--- src/design/hec_ram.sv ---
// Generic single-port synchronous RAM with registered read.
`timescale 1ns / 1ps
module hec_ram #(
    parameter int WIDTH = 8,
    parameter int DEPTH = 256,
    parameter int AW    = (DEPTH > 1) ? $clog2(DEPTH) : 1
) (
    input  logic             i_clk,
    input  logic             i_we,
    input  logic             i_re,
    input  logic [AW-1:0]    i_addr,
    input  logic [WIDTH-1:0] i_wdata,
    output logic [WIDTH-1:0] o_rdata
);

    logic [WIDTH-1:0] r_mem [DEPTH];
    logic [WIDTH-1:0] r_rdata;

    always_ff @(posedge i_clk) begin
        if (i_we) begin
            r_mem[i_addr] <= i_wdata;
        end
        if (i_re) begin
            r_rdata <= r_mem[i_addr];
        end
    end

    assign o_rdata = r_rdata;

endmodule
--- config.mk ---
export PLATFORM = sky130hd
export DESIGN_NAME = hec_ram
export DESIGN_NICKNAME = d
export VERILOG_FILES = /design/src/design/hec_ram.sv
export SDC_FILE = /design/constraint.sdc
export NUM_CORES = 2
export LEC_CHECK = 0
export BUFFER_PORTS_ARGS = -buffer_cell sky130_fd_sc_hd__buf_2
export CAP_MARGIN = 20
export CELL_PAD_IN_SITES_DETAIL_PLACEMENT = 1
export CELL_PAD_IN_SITES_GLOBAL_PLACEMENT = 1
export CORE_MARGIN = 4
export CORE_UTILIZATION = 60
export CTS_CLUSTER_SIZE = 12
export DETAILED_ROUTE_END_ITERATION = 10
export PLACE_DENSITY = 0.86
export SKIP_CTS_REPAIR_TIMING = 1
export SYNTH_ARGS = -nofsm -noshare
export SYNTH_HDL_FRONTEND = slang
export SYNTH_SLANG_ARGS = --single-unit
--- constraint.sdc ---
create_clock -name i_clk -period 4.4 [get_ports i_clk]
set_input_delay 0.22 -clock i_clk [delete_from_list [all_inputs] [get_ports i_clk]]
set_output_delay 0.22 -clock i_clk [all_outputs]
set_load 0.01 [all_outputs]
==> metrics.txt <==
CTS clock-pin slew for the worst setup and hold paths=70 ps; fraction of layout instances using a drive strength above 1=25.3%; max cap viols=0; Critical Path Slowest Stage Cell=o41ai_1; Sum Neg Setup Slack=0 ps; final hold vios=0; Highest Signal Layer=met5; final net count=3764; DRC violation count after routing=0; 1st-iter DRT viols=7317; # H-tree levels=4; category of the most critical setup path=primary input to register; sw frac=22.1%; Routed WL=233000 um; outcome=finished, final reports clean; NetSw=8.74 mW; CP required=4940 ps; cell internal pwr=30.7 mW; transition time at the pin with the least slew margin=around 1200 ps; achievable clock frequency=283 MHz; Place WS=between 300 and 400 ps; die area=137000 um^2; wire length on met2=between 100000 and 150000 um; post-synthesis sequential area ratio=78.6%; setup clock skew after layout=around 39 ps; area of all placed cells without fillers=87500 um^2; GRT Total Usage=34.9%; horizontal extent of the die=roughly 370 um; register bit count reported by yosys=between 2000 and 2500; worst path cell trace=buf_8 > buf_12 > buf_4 > mux4_2 > a22oi_1 > a21oi_1 > o41ai_1 > nand4_1; overall via count from detail_route=41900; startpoint of the lowest-slack hold path=i_wdata[0]; Clock power frac=between 40% and 50%; commonest cells after routing, fill and taps aside=2056 x edfxtp_1, 512 x mux4_2, 256 x a22oi_1, 231 x nor2_1, 202 x clkbuf_16; number of different library cells in the post-synthesis netlist=21; first drt pass iteration count=8; post-layout minimum cycle time=3530 ps; Placer Congestion=0.840; Final period util=80.3%; number of filler cells placed in the layout=between 9000 and 10000; post-detailed-route via-to-cell ratio=7.49; data arrival time of the critical path=around 4000 ps; number of standard-cell rows in the floorplan=132; DR WL/cell=41.7 um; final setup violation count=0; clk buf depth=3; vias in the first global route=43100; antenna violations before repair=14; core region area=130000 um^2; Cell Area, Synth=78600 um^2; Leakage=roughly 27 nW; initial cell density of the core=60.5%; maximum fanout encountered on the critical timing path=56; nature of the critical path startpoint=primary input; wire length of the first global-routing pass=between 300000 and 400000 um; FF-to-FF Start=r_mem[101][7]; later-pin clock latency in the skew report=approximately 850 ps; met3 layer wire length in the routed design=28500 um; type of the tightest min-delay check=primary input to register; CTS root buf=clkbuf_16; most common library cell in the layout ignoring fill and taps=edfxtp_1; P&R area growth vs syn=11.4%; net count after synthesis=about 3600; routed metal-1 wirelength=76900 um; final-report max-slew violation count=0; port buffer count=26; crit end category=register; Routed Antenna Nets=0; RSZ-0062 raised after global routing=no; Placement Cell Area=~80000 um^2; count of buffer and inverter cells on the critical path=3; worst stage delay on the critical path=1080 ps; Top-Level Pins=27; count of warnings emitted by yosys=0; Slew HR=20.4%; gr ovfl total=0; Critical Path Source=i_addr[0]; maximum number of pins on one net before global-route repair=154; maximum resistive drop on vdd=338 uV; clock buffer count from CTS=200; CTS tree=built; sum of net half-perimeters after detailed placement=127000 um; power density over the cells=~450 nW/um^2; dominant delay contributor by cell family on the critical path=compound AO/OA/AOI/OAI gates; worst setup margin=slightly below 900 ps; part of the total power dissipated in sequential elements=54.8%; Post-Synthesis Mean Instance Area=22.2 um^2; clock sink total=2056; Comb power frac=4.9%; Die Y-Extent=370 um; Mapped Cells=roughly 3500
## Yosys cell counts
library cell,instances,share of area (%)
nor3_1,30,0.19
clkbuf_1,145,0.69
nor2_1,232,1.1
nor2b_1,7,0.056
inv_1,1,0.0048
nand2b_1,6,0.048
o41ai_1,32,0.36
nand3_1,13,0.083
buf_6,16,0.23
buf_1,19,0.091
and2_1,3,0.024
or2_2,2,0.016
nand4_1,8,0.064
nand2_1,28,0.13
or3_1,1,0.0080
a22oi_1,256,2.4
buf_2,36,0.23
buf_4,16,0.15
mux4_2,512,15
edfxtp_1,2056,79
a21oi_1,128,0.82
## final timing paths
check / end / slack (ps) / cells past startpoint
setup / recovery: o_rdata[7] / 870 / 8
hold / removal: r_mem[84][0] / 80 / 1
setup reg to reg: o_rdata[7] / 1150 / 5
hold reg to reg: o_rdata[7] / 1160 / 5
## metrics by stage
step	cells	total power [mW]	hold slack [ps]	utilization, %
after floorplan	3547	23.0	319	-
after global placement	5275	23.8	721	63.0
after detailed placement	5276	23.9	732	63.0
after CTS	5577	39.5	-164	67.3
after global routing	5586	40.5	97.5	67.4
final	5598	39.5	77.6	67.4
## flip-flops by register name (all words and copies together), names as in the netlist
register,count
o_rdata,8
r_mem,2048
## cell type report
class	instances	area [um^2]	share of cell area, %
Sequential cell	2056	61700	70.5
Multi-Input combinational cell	1258	15800	18.0
Clock buffer	248	5230	5.97
Tap cell	1742	2180	2.49
Timing Repair Buffer	228	2140	2.45
Clock inverter	53	444	0.507
Antenna cell	12	30.0	0.0343
Inverter	1	3.75	0.00429
## per-layer routing
metal	vias up	global-route usage (%)
li1	15400	-
met1	21800	45.8
met2	3903	55.8
met4	12	16.4
met3	759	8.96
met5	-	0
## logic make-up after synthesis
| group | count (synthesis) | synth area share [%] |
|---|---|---|
| AO/OA/AOI/OAI | 416 | 3.62 |
| multiplexers | 512 | 14.7 |
| AND/OR/NAND/NOR | 330 | 1.73 |
| buffers and inverters | 233 | 1.40 |
| flip-flops | 2056 | 78.6 |
## power groups by stage
stage | sequential (mW) | clock [mW] | combinational (mW)
finish | 21.6 | 15.9 | 1.94
global route | 21.6 | 16.8 | 2.00
CTS | 21.6 | 16.0 | 1.90
detailed placement | 22.0 | 0 | 1.85
global placement | 22.0 | 0 | 1.74
floorplan | 22.0 | 0 | 0.959
Note: power is estimated with default switching activity, not from simulation.
